### src/hdl/lmcd_pkg.sv
package lmcd_pkg;

  localparam int DEF_MODULE_COUNT = 4;
  localparam int MAX_MODULES      = 4;
  localparam int MOD_IDX_W        = 2;
  localparam int STEP_W           = 3;
  localparam int ROWS             = 8;
  localparam int INIT_STEPS       = 5;
  localparam int LVL_W            = 4;
  localparam int CFG_AW           = 3;

  localparam logic [LVL_W-1:0] INTENSITY_RESET = 4'd3;

  // register index, taken from paddr[2]
  localparam logic REG_INTENSITY = 1'b0;

  typedef enum logic [1:0] {
    OP_SET     = 2'd0,
    OP_REFRESH = 2'd1,
    OP_INIT    = 2'd2,
    OP_NONE    = 2'd3
  } op_t;

  // controller -> datapath
  typedef struct packed {
    logic                 load;     // produce one byte into the output stage
    logic                 init;     // 1: init sequence, 0: refresh
    logic [STEP_W-1:0]    step;     // row or init register step
    logic [MOD_IDX_W-1:0] mod;      // position in the chain, 0 = sent first
    logic                 half;     // 0: address byte, 1: data byte
    logic                 eot;
    logic                 eor;
    logic                 pix_wr;   // set pixel request accepted
  } cmd_t;

  // datapath -> controller
  typedef struct packed {
    logic load_ok;
  } stat_t;

  function automatic logic [7:0] init_reg(input logic [STEP_W-1:0] s);
    case (s)
      3'd0:    init_reg = 8'h09;  // decode mode
      3'd1:    init_reg = 8'h0A;  // intensity
      3'd2:    init_reg = 8'h0B;  // scan limit
      3'd3:    init_reg = 8'h0C;  // shutdown
      default: init_reg = 8'h0F;  // display test
    endcase
  endfunction

  function automatic logic [7:0] init_val(input logic [STEP_W-1:0] s,
                                          input logic [LVL_W-1:0]  lvl);
    case (s)
      3'd0:    init_val = 8'h00;
      3'd1:    init_val = {4'h0, lvl};
      3'd2:    init_val = 8'h07;
      3'd3:    init_val = 8'h01;
      default: init_val = 8'h00;
    endcase
  endfunction

endpackage

### src/hdl/lmcd_ctrl.sv
module lmcd_ctrl
  import lmcd_pkg::*;
#(
  parameter int MODS = DEF_MODULE_COUNT
) (
  input  logic       clk,
  input  logic       rst_n,
  input  logic       in_valid,
  input  logic [1:0] in_op,
  output logic       in_ready,
  input  stat_t      stat,
  output cmd_t       cmd
);

  localparam int MOD_W = (MODS > 1) ? $clog2(MODS) : 1;
  localparam logic [MOD_W-1:0] MOD_MAX = MOD_W'(MODS - 1);

  typedef enum logic [1:0] {
    ST_IDLE = 2'b01,
    ST_RUN  = 2'b10
  } state_t;

  state_t            state_r, state_nxt;
  logic              init_r, init_nxt;
  logic [STEP_W-1:0] step_r, step_nxt;
  logic [MOD_W-1:0]  mod_r, mod_nxt;
  logic              half_r, half_nxt;

  logic accept, last_mod, last_step, load;

  assign in_ready  = (state_r == ST_IDLE);
  assign accept    = in_valid && in_ready;
  assign last_mod  = (mod_r == MOD_MAX);
  assign last_step = init_r ? (step_r == STEP_W'(INIT_STEPS - 1))
                            : (step_r == STEP_W'(ROWS - 1));
  assign load      = (state_r == ST_RUN) && stat.load_ok;

  always_comb begin
    state_nxt = state_r;
    init_nxt  = init_r;
    step_nxt  = step_r;
    mod_nxt   = mod_r;
    half_nxt  = half_r;
    unique case (state_r)
      ST_IDLE: begin
        if (accept && (in_op == OP_REFRESH || in_op == OP_INIT)) begin
          state_nxt = ST_RUN;
          init_nxt  = (in_op == OP_INIT);
          step_nxt  = '0;
          mod_nxt   = '0;
          half_nxt  = 1'b0;
        end
      end
      ST_RUN: begin
        if (load) begin
          half_nxt = !half_r;
          if (half_r) begin
            if (last_mod) begin
              mod_nxt = '0;
              if (last_step) begin
                state_nxt = ST_IDLE;
              end else begin
                step_nxt = step_r + 1'b1;
              end
            end else begin
              mod_nxt = mod_r + 1'b1;
            end
          end
        end
      end
      default: state_nxt = ST_IDLE;
    endcase
  end

  always_ff @(posedge clk) begin
    if (!rst_n) begin
      state_r <= ST_IDLE;
      init_r  <= 1'b0;
      step_r  <= '0;
      mod_r   <= '0;
      half_r  <= 1'b0;
    end else begin
      state_r <= state_nxt;
      init_r  <= init_nxt;
      step_r  <= step_nxt;
      mod_r   <= mod_nxt;
      half_r  <= half_nxt;
    end
  end

  always_comb begin
    cmd.load   = load;
    cmd.init   = init_r;
    cmd.step   = step_r;
    cmd.mod    = MOD_IDX_W'(mod_r);
    cmd.half   = half_r;
    cmd.eot    = half_r && last_mod;
    cmd.eor    = half_r && last_mod && last_step;
    cmd.pix_wr = accept && (in_op == OP_SET);
  end

  a_load_needs_room: assert property (@(posedge clk) disable iff (!rst_n)
    cmd.load |-> stat.load_ok)
    else $error("byte produced while output stage full");

  a_eor_ends_run: assert property (@(posedge clk) disable iff (!rst_n)
    (cmd.load && cmd.eor) |=> in_ready)
    else $error("controller did not return to idle after last byte");

  a_eor_is_eot: assert property (@(posedge clk) disable iff (!rst_n)
    (cmd.load && cmd.eor) |-> cmd.eot)
    else $error("end of run without end of transfer");

  a_no_byte_in_idle: assert property (@(posedge clk) disable iff (!rst_n)
    in_ready |-> !cmd.load)
    else $error("byte produced while idle");

endmodule

### src/hdl/lmcd_dpath.sv
module lmcd_dpath
  import lmcd_pkg::*;
#(
  parameter int MODS = DEF_MODULE_COUNT
) (
  input  logic             clk,
  input  logic             rst_n,
  input  cmd_t             cmd,
  output stat_t            stat,
  input  logic [5:0]       pixel_x,
  input  logic [3:0]       pixel_y,
  input  logic             pixel_on,
  input  logic [LVL_W-1:0] intensity,
  output logic             out_valid,
  input  logic             out_ready,
  output logic [7:0]       out_byte,
  output logic             out_eot,
  output logic             out_eor
);

  localparam int MOD_W = (MODS > 1) ? $clog2(MODS) : 1;
  localparam logic [MOD_W-1:0] MOD_MAX = MOD_W'(MODS - 1);
  localparam logic [6:0] X_LIMIT = 7'(MODS * 8);

  logic [7:0] store_r [MODS][ROWS];

  logic             in_range;
  logic [MOD_W-1:0] pm, rd_mod;
  logic [7:0]       nxt_byte;
  logic             out_valid_r;
  logic [7:0]       out_byte_r;
  logic             out_eot_r, out_eor_r;

  assign in_range = ({1'b0, pixel_x} < X_LIMIT) && !pixel_y[3];
  assign pm       = pixel_x[3 +: MOD_W];
  // chain is fed last module first
  assign rd_mod   = MOD_MAX - cmd.mod[MOD_W-1:0];

  always_ff @(posedge clk) begin
    if (!rst_n) begin
      for (int m = 0; m < MODS; m++) begin
        for (int r = 0; r < ROWS; r++) begin
          store_r[m][r] <= '0;
        end
      end
    end else if (cmd.pix_wr && in_range) begin
      store_r[pm][pixel_y[2:0]][pixel_x[2:0]] <= pixel_on;
    end
  end

  always_comb begin
    if (cmd.init) begin
      nxt_byte = cmd.half ? init_val(cmd.step, intensity) : init_reg(cmd.step);
    end else begin
      nxt_byte = cmd.half ? store_r[rd_mod][cmd.step]
                          : ({5'b0, cmd.step} + 8'd1);
    end
  end

  assign stat.load_ok = !out_valid_r || out_ready;

  always_ff @(posedge clk) begin
    if (!rst_n) begin
      out_valid_r <= 1'b0;
    end else if (cmd.load) begin
      out_valid_r <= 1'b1;
    end else if (out_ready) begin
      out_valid_r <= 1'b0;
    end
  end

  always_ff @(posedge clk) begin
    if (cmd.load) begin
      out_byte_r <= nxt_byte;
      out_eot_r  <= cmd.eot;
      out_eor_r  <= cmd.eor;
    end
  end

  assign out_valid = out_valid_r;
  assign out_byte  = out_byte_r;
  assign out_eot   = out_eot_r;
  assign out_eor   = out_eor_r;

endmodule

### src/hdl/led_matrix_chain_frame_driver.sv
// Frame buffer driver for a daisy chain of 8x8 LED matrix modules. Each input
// request carries a command in in_tuser: set pixel updates one bit of the
// frame buffer and produces nothing; refresh streams 8 rows x MODULE_COUNT
// (address, data) byte pairs, last module first; initialize streams 5 register
// writes x MODULE_COUNT byte pairs (decode off, intensity, scan limit 7,
// normal operation, test off). Bytes leave one per cycle while out_tready is
// high. A new request is taken once the controller has issued the last byte of
// the current run; the final byte may still sit in the output stage. out_tlast
// marks the last byte of each chip-select transfer, out_tuser the last byte of
// the command. Out-of-range pixels and the unused command code are dropped.
// The intensity register (address 0) is written over the APB port and should
// only change while the block is idle.
module led_matrix_chain_frame_driver
  import lmcd_pkg::*;
#(
  parameter int MODULE_COUNT = DEF_MODULE_COUNT
) (
  input  logic              clk,
  input  logic              rst_n,
  // input requests
  input  logic              in_tvalid,
  output logic              in_tready,
  input  logic [15:0]       in_tdata,   // [5:0] pixel_x, [9:6] pixel_y, [10] pixel_on
  input  logic [1:0]        in_tuser,   // [1:0] operation
  // output bytes
  output logic              out_tvalid,
  input  logic              out_tready,
  output logic [7:0]        out_tdata,  // [7:0] serial_byte
  output logic              out_tlast,  // end_of_transfer
  output logic [0:0]        out_tuser,  // [0] end_of_run
  // configuration
  input  logic              cfg_psel,
  input  logic              cfg_penable,
  input  logic              cfg_pwrite,
  input  logic [CFG_AW-1:0] cfg_paddr,
  input  logic [31:0]       cfg_pwdata,
  output logic [31:0]       cfg_prdata,
  output logic              cfg_pready
);

  // chain length outside 1..4 is pinned to the nearest bound
  localparam int MODS = (MODULE_COUNT < 1) ? 1 :
                        ((MODULE_COUNT > MAX_MODULES) ? MAX_MODULES : MODULE_COUNT);

  logic [LVL_W-1:0] intensity_r;
  logic             cfg_wr;
  cmd_t             cmd;
  stat_t            stat;
  logic             eor;

  // APB: zero wait states; register index is paddr[2]
  assign cfg_pready = 1'b1;
  assign cfg_wr     = cfg_psel && cfg_penable && cfg_pwrite && cfg_pready;

  always_ff @(posedge clk) begin
    if (!rst_n) begin
      intensity_r <= INTENSITY_RESET;
    end else if (cfg_wr && cfg_paddr[2] == REG_INTENSITY) begin
      intensity_r <= cfg_pwdata[LVL_W-1:0];
    end
  end

  assign cfg_prdata = (cfg_paddr[2] == REG_INTENSITY) ? {28'h0, intensity_r} : 32'h0;

  // sequencer: walks rows / init steps, modules and byte halves
  lmcd_ctrl #(.MODS(MODS)) u_ctrl (
    .clk      (clk),
    .rst_n    (rst_n),
    .in_valid (in_tvalid),
    .in_op    (in_tuser),
    .in_ready (in_tready),
    .stat     (stat),
    .cmd      (cmd)
  );

  // frame buffer, byte select and output stage
  lmcd_dpath #(.MODS(MODS)) u_dpath (
    .clk       (clk),
    .rst_n     (rst_n),
    .cmd       (cmd),
    .stat      (stat),
    .pixel_x   (in_tdata[5:0]),
    .pixel_y   (in_tdata[9:6]),
    .pixel_on  (in_tdata[10]),
    .intensity (intensity_r),
    .out_valid (out_tvalid),
    .out_ready (out_tready),
    .out_byte  (out_tdata),
    .out_eot   (out_tlast),
    .out_eor   (eor)
  );

  assign out_tuser = eor;

endmodule
### config.mk
export PLATFORM = sky130hd
export DESIGN_NAME = led_matrix_chain_frame_driver
export DESIGN_NICKNAME = d
export VERILOG_FILES = /design/src/hdl/lmcd_pkg.sv /design/src/hdl/lmcd_ctrl.sv /design/src/hdl/lmcd_dpath.sv /design/src/hdl/led_matrix_chain_frame_driver.sv
export SDC_FILE = /design/constraint.sdc
export NUM_CORES = 1
export LEC_CHECK = 0
export ABC_CLOCK_PERIOD_IN_PS = 2500
export BUFFER_PORTS_ARGS = -buffer_cell sky130_fd_sc_hd__buf_2
export CORE_ASPECT_RATIO = 1.75
export CORE_UTILIZATION = 30
export CTS_BUF_LIST = sky130_fd_sc_hd__clkbuf_2 sky130_fd_sc_hd__clkbuf_4 sky130_fd_sc_hd__clkbuf_8
export DETAILED_ROUTE_END_ITERATION = 6
export GPL_ROUTABILITY_DRIVEN = 0
export HOLD_SLACK_MARGIN = 0.12
export PLACE_DENSITY_LB_ADDON = 0.05
export SYNTH_ARGS = -nofsm -noshare
export SYNTH_HDL_FRONTEND = slang
export SYNTH_SLANG_ARGS = --single-unit
### constraint.sdc
create_clock -name clk -period 2.5 [get_ports clk]
set_clock_uncertainty 0.1 [all_clocks]
set_input_delay 0.125 -clock clk [delete_from_list [all_inputs] [get_ports clk]]
set_output_delay 0.125 -clock clk [all_outputs]
set_load 0.01 [all_outputs]
==> After elaboration in Yosys (flattened, before gate mapping) <==
Memories as Yosys holds them, arrays and structs flattened.
Index checks and enable logic that the tools add are counted.
{ "totals": {"reg_bits": 24, "ramBits": 256, "input_bits": 60, "out_inout_bits": 45, "memories": 1} }
{ "op_classes": {"add_sub_neg": 4, "n_lt_le_gt_ge": 6, "eq_ne": 16, "mux": 43, "bitwise": 3, "reduce_logical": 28} }
{ "memory_table": {"columns": ["name", "depth", "width", "read_ports", "rd_clocked_by_memory_dff", "wr", "line_no", "rtl"], "rows": [
  ["u_dpath.store_r", 4, 64, 1, 0, 4, "lmcd_dpath.sv:25", "logic [7:0] store_r [MODS][ROWS];"]
]} }
{ "ops": {"columns": ["op", "n"], "rows": [
  ["$mux 64", 3],
  ["$reduce_or 64->1", 1],
  ["$mux 8", 5],
  ["$bmux 8 s3", 1],
  ["$demux 8 s3", 1],
  ["$mux 2", 10],
  ["$mux 3", 5],
  ["$logic_and 1x1->1", 13],
  ["$pmux 3 s4", 1],
  ["$pmux 4 s3", 1],
  ["$mux 1", 9],
  ["$ge 4x4->1 const B", 2],
  ["$mux 4", 2],
  ["$ne 2x1->1 const B", 4],
  ["$not 3->4", 2],
  ["$pmux 2 s2", 2],
  ["$eq 2x2->1 const B", 3],
  ["$eq 3x2->1 const B", 2],
  ["$eq 3x3->1 const B", 2],
  ["$lt 6x6->1 const B", 1],
  ["$pmux 3 s2", 1],
  ["$reduce_and 6->1", 1],
  ["$reduce_and 5->1", 1],
  ["$add 3x1->4 const B", 1],
  ["other kinds (20)", 26]
]} }

==> Depth between registers and ports, before layout <==
{ "logic_depth": {"depth_word": 9, "depth_mapped": 9, "ltp_nobuf": 7} }

==> Cells and area by module <==
A second synthesis with hierarchy kept.
{ "unflattened": {"cells_unflattened": 1268, "hier_area_um2": 14495.2} }
{ "by_module_without_submodules": {"columns": ["module", "instances", "cells_per_inst", "area_per_inst_um2", "seq_area_each_um2"], "rows": [
  ["lmcd_dpath", 1, 1154, 13494.2, 8007.7],
  ["lmcd_ctrl", 1, 61, 559.3, 180.2],
  ["led_matrix_chain_frame_driver", 1, 53, 441.7, 80.1]
]} }

==> Worst setup path after synthesis <==
Ideal clock, no wire load.
{ "synth_path": {"kind": "register to register", "startpoint": "register u_ctrl.mod_r[0]", "endpoint": "register u_dpath.out_byte_r[2], in the netlist u_dpath.out_byte[2] (data pin)", "arrival_time_ns": 1.732, "t_required_ns": 2.127, "setup_slack_ns": 0.395, "path_stages_with_launch": 8, "n_path_buf": 2, "period_less_slack_ns": 2.105, "path_cell_list": "dfxtp_1 buf_6 buf_6 mux4_2 a221oi_1 o21ai_0 o311ai_1 o311ai_1"} }
{ "synth_between": {"elab_chain_len": 7} }
{ "synth_rtl": {"columns": ["item", "line_no", "rtl"], "rows": [
  ["start: declaration", "lmcd_ctrl.sv:26", "logic [MOD_W-1:0] mod_r, mod_nxt;"],
  ["start signal: assignment", "lmcd_ctrl.sv:86", "mod_r <= mod_nxt;"],
  ["$sub 2x2->2", "lmcd_dpath.sv:37", "assign rd_mod = MOD_MAX - cmd.mod[MOD_W-1:0];"],
  ["$mem_v2 4x64", null, null],
  ["$bmux 8 s3", "lmcd_dpath.sv:55", "nxt_byte = cmd.half ? store_r[rd_mod][cmd.step]"],
  ["$mux 8 (not written as such) (2 in a row)", "lmcd_dpath.sv:55", null],
  ["$mux 8", "lmcd_dpath.sv:55", null],
  ["$mux 8", "lmcd_dpath.sv:52", "if (cmd.init) begin"],
  ["named net u_dpath.nxt_byte[2]", "lmcd_dpath.sv:29", "logic [7:0] nxt_byte;"],
  ["end signal: assignment", "lmcd_dpath.sv:74", "out_byte_r <= nxt_byte;"],
  ["end: declaration", "lmcd_dpath.sv:31", "logic [7:0] out_byte_r;"]
]} }
The timed path passes the listed nets, and every way through them passes these cells. The select of a mux whose other input is x is not followed.
A chain may end at the register's enable or synchronous reset.

==> Worst setup path in the final report <==
{ "layout_path": {"startpoint": "register u_ctrl.mod_r[0]", "endpoint": "register u_dpath.out_byte_r[4], in the netlist u_dpath.out_byte[4] (data pin)"} }
{ "layout_between": {"elab_chain_len": 7} }
{ "layout_rtl": {"columns": ["item", "line_no"], "rows": [
  ["$sub 2x2->2", "lmcd_dpath.sv:37"],
  ["$mem_v2 4x64", null],
  ["$bmux 8 s3", "lmcd_dpath.sv:55"],
  ["$mux 8 (not written as such) (2 in a row)", "lmcd_dpath.sv:55"],
  ["$mux 8", "lmcd_dpath.sv:55"],
  ["$mux 8", "lmcd_dpath.sv:52"]
]} }
Every way passes these cells. The select of a mux whose other input is x is not followed.

==> metrics.yaml <==
run_status:
  status: "finished, final reports clean"
cts:
  numCtsBuffers: 46
  cts_buffer_depth: 3
  cts_tree: "yes"
  htree_levels: 2
  ctsRootBufferMaster: "clkbuf_8"
  cts.sinks: 280
  insertion_delay_ns: 0.59
  clk_pin_slew_ns: 0.06
floorplan:
  die_area_mm2: 0.04878
  core_mm2: 0.04703
  rows: 105
  die-height_um: 291.4
  start_util_pct: 30.53
  num_io_pins: 105
  die_w_um: 167.4
global_route:
  antenna_found_initial: 1
  grt.met2_usage_pct: 35.66
  grt_busiest_layer: "met2"
  grt_pass1_vias: 10930
  grt-ovfl-total: 0
  grt_pass1_wl_um: 69130
  grtUsageMet1_pct: 22.38
  grtUsageTotal_pct: 19.18
  grt_max_degree: 271
  met3_usage_pct: 2.366
worst_setup_path:
  crit_path_end_kind: "flip-flop"
  worst-path-max-fanout: 14
  required_ns: 2.72
  critical_path_arrival_ns: 2.55
  worstSetupPathType: "flip-flop to flip-flop"
  r2r_slack_ns: 0.18
  cp-start-kind: "flip-flop"
detailed_routing:
  drc: 0
  vias: 10570
  vias_per_cell: 5.185
  wl_per_cell_um: 22.74
  drt_pass1_iterations: 5
  wl_um: 46360
  antenna_left: 0
  drt-initial-drc-count: 691
layout:
  multiInputGateArea_mm2: 0.005490
  area.sequential_mm2: 0.008273
  nNetsFinal: 1485
  syn_to_final_growth_pct: 17.65
  final_core_util_pct: 35.92
  layout-drive-gt1-share_pct: 20.41
  nFillCells: 4757
sta:
  slew_headroom_pct: 21.70
  maxSlewViolCount: 0
  finalHoldViolations: 0
  tns_ns: 0
  hold_ws_ns: 0.07236
  period_needed_ns: 2.324
  rsz0062_at_grt: "false"
  finalSetupViolations: 0
  worst_slew_pin_slew_ns: 1.174
  period_share_pct: 92.98
  fmax_mhz: 430.2
yosys:
  synth_edf_count: 266
  ys_warn_count: 0
  synth_most_common_cell: "nor2_1"
  synth.avg_cell_area_um2: 10.97
  ys_seq_elements: 280
  synth_common_cells: "nor2_1 (285), edfxtp_1 (266), o21ai_0 (260), clkbuf_1 (92), nand2_1 (90)"
  synth_ff_type: "edfxtp_1"
  ys_types: 63
  synth_area_mm2: 0.01436
  synth_area_leaders: "edfxtp_1 (56%), o21ai_0 (9.1%), mux4_2 (7.5%)"
  ys_seq_area_share_pct: 57.57
  ys_async_sr_fraction_pct: 0
  synth_top_cell_by_area: "edfxtp_1"
  synth.top_cell.area_share_pct: 55.62
  synth_cells: 1309
pwr:
  power.total_uw: 9867
  cellLeakagePower_uw: 0.005537
  powerDensity_mw_per_mm2: 584.0
  peakVddDrop_mv: 0.2673
hold_path:
  hold_path.class: "input port to flip-flop"
placement:
  dp_hpwl_um: 28600
  port_buffers: 40
flow_run:
  cap_viol_max_count: 0
[flip-flops by register name (all words and copies together), names as in the netlist]
signal	flops
u_dpath.out_valid	1
u_ctrl.mod_r	2
intensity_r	4
u_ctrl.step_r	3
u_dpath.out_eot	1
u_ctrl.init_r	1
u_ctrl.state_r	2
u_dpath.store_r	256
u_ctrl.half_r	1
u_dpath.out_byte	8
u_dpath.out_eor	1
[worst max-delay path, stage by stage (launching register included)]
cell     delay [ns]
dfxtp_4        0.40
buf_12         0.20
buf_4          0.29
mux4_2         0.54
a22oi_1        0.18
and3_1         0.26
o22ai_1        0.09
[power by group]
part | total [uW] | switching [uW] | leakage, uW | internal, uW
clock | 3920 | 1970 | 0.000446 | 1950
sequential | 5290 | 41.1 | 0.00288 | 5250
combinational | 657 | 451 | 0.00221 | 206
[stage by stage]
| stage | cell area, um^2 | cells | worst slack (ns) |
|---|---|---|---|
| after floorplan | 14460 | 1336 | 0.3946 |
| after global placement | 15830 | 1936 | 0.08806 |
| after detailed placement | 15830 | 1936 | 0.1052 |
| after CTS | 16880 | 2038 | 0.09601 |
| after global routing | 16900 | 2039 | 0.03760 |
| final | 16900 | 2039 | 0.1756 |
[cell type report]
cell class	instances	share of cell area [%]
antenna	1	0.01481
sequential	280	48.96
timing repair buffer	175	9.012
inverter	9	0.1999
tap	588	4.354
multi-input combinational	905	32.49
clock inverter	20	0.5110
clock buffer	61	4.451
[kinds of logic (layout without fill, tap and decap cells)]
| group | after synthesis | in the layout | synth area share [%] |
|---|---|---|---|
| muxes | 84 | 84 | 10.19 |
| AOI/OAI and AO/OA | 332 | 332 | 12.84 |
| buffers and inverters | 151 | 265 | 5.158 |
| other | 2 | 30 | 0.05229 |
| DFF | 280 | 280 | 57.57 |
| adders and majority gates | 8 | 8 | 0.6970 |
| xor gates and xnor gates | 1 | 1 | 0.06100 |
| and+or+nand+nor | 451 | 451 | 13.43 |
[per-layer routing]
layer / up-vias / part of all wire, %
li1: 4925 / -
met1: 5329 / 40
met2: 244 / 53
met3: 74 / 3.6
met4: 0 / 2.9
met5: - / 0
[worst paths after layout]
check / cells after the start / to / start
setup reg to reg: 6 / u_dpath.out_byte[4] / u_ctrl.mod_r[0]
hold reg to reg: 2 / u_ctrl.state_r[0] / u_ctrl.state_r[0]
hold / removal: 3 / u_ctrl.state_r[0] / rst_n
setup / recovery: 6 / u_dpath.out_byte[4] / u_ctrl.mod_r[0]
[cell usage in the layout, fill, tap and decap left out, types with 3 or more instances in the layout]
cell,instances
a21oi_1,8
nand2_1,88
nand3_1,12
o22ai_1,7
nand2b_1,9
a221oi_1,8
o21ai_0,260
o21ai_1,4
a22oi_1,9
o221ai_1,3
nand3b_1,3
nor2_2,3
nor3_1,4
mux4_2,48
nand2b_2,3
and2_1,3
nor2_1,285
nor3_2,3
mux2i_1,30
edfxtp_1,266
inv_1,7
nor2b_1,14
conb_1,29
a21boi_0,4
and3_1,8
dfxtp_1,12
clkinv_2,6
clkbuf_4,14
buf_4,94
a22o_1,7
buf_2,39
clkbuf_8,47
ha_1,8
buf_12,20
dlygate4sd3_1,21
mux2_2,5
clkinv_1,15
[repair_timing]
| item | CTS | global route |
|---|---|---|
| hold endpoints to repair | 53 | 0 |
| setup endpoints to repair | 0 | 1 |
| hold buffers | 21 | 0 |
| buffers inserted | 0 | 0 |
| gates resized for setup | 0 | 2 |
(Power assumes the default switching activity.)
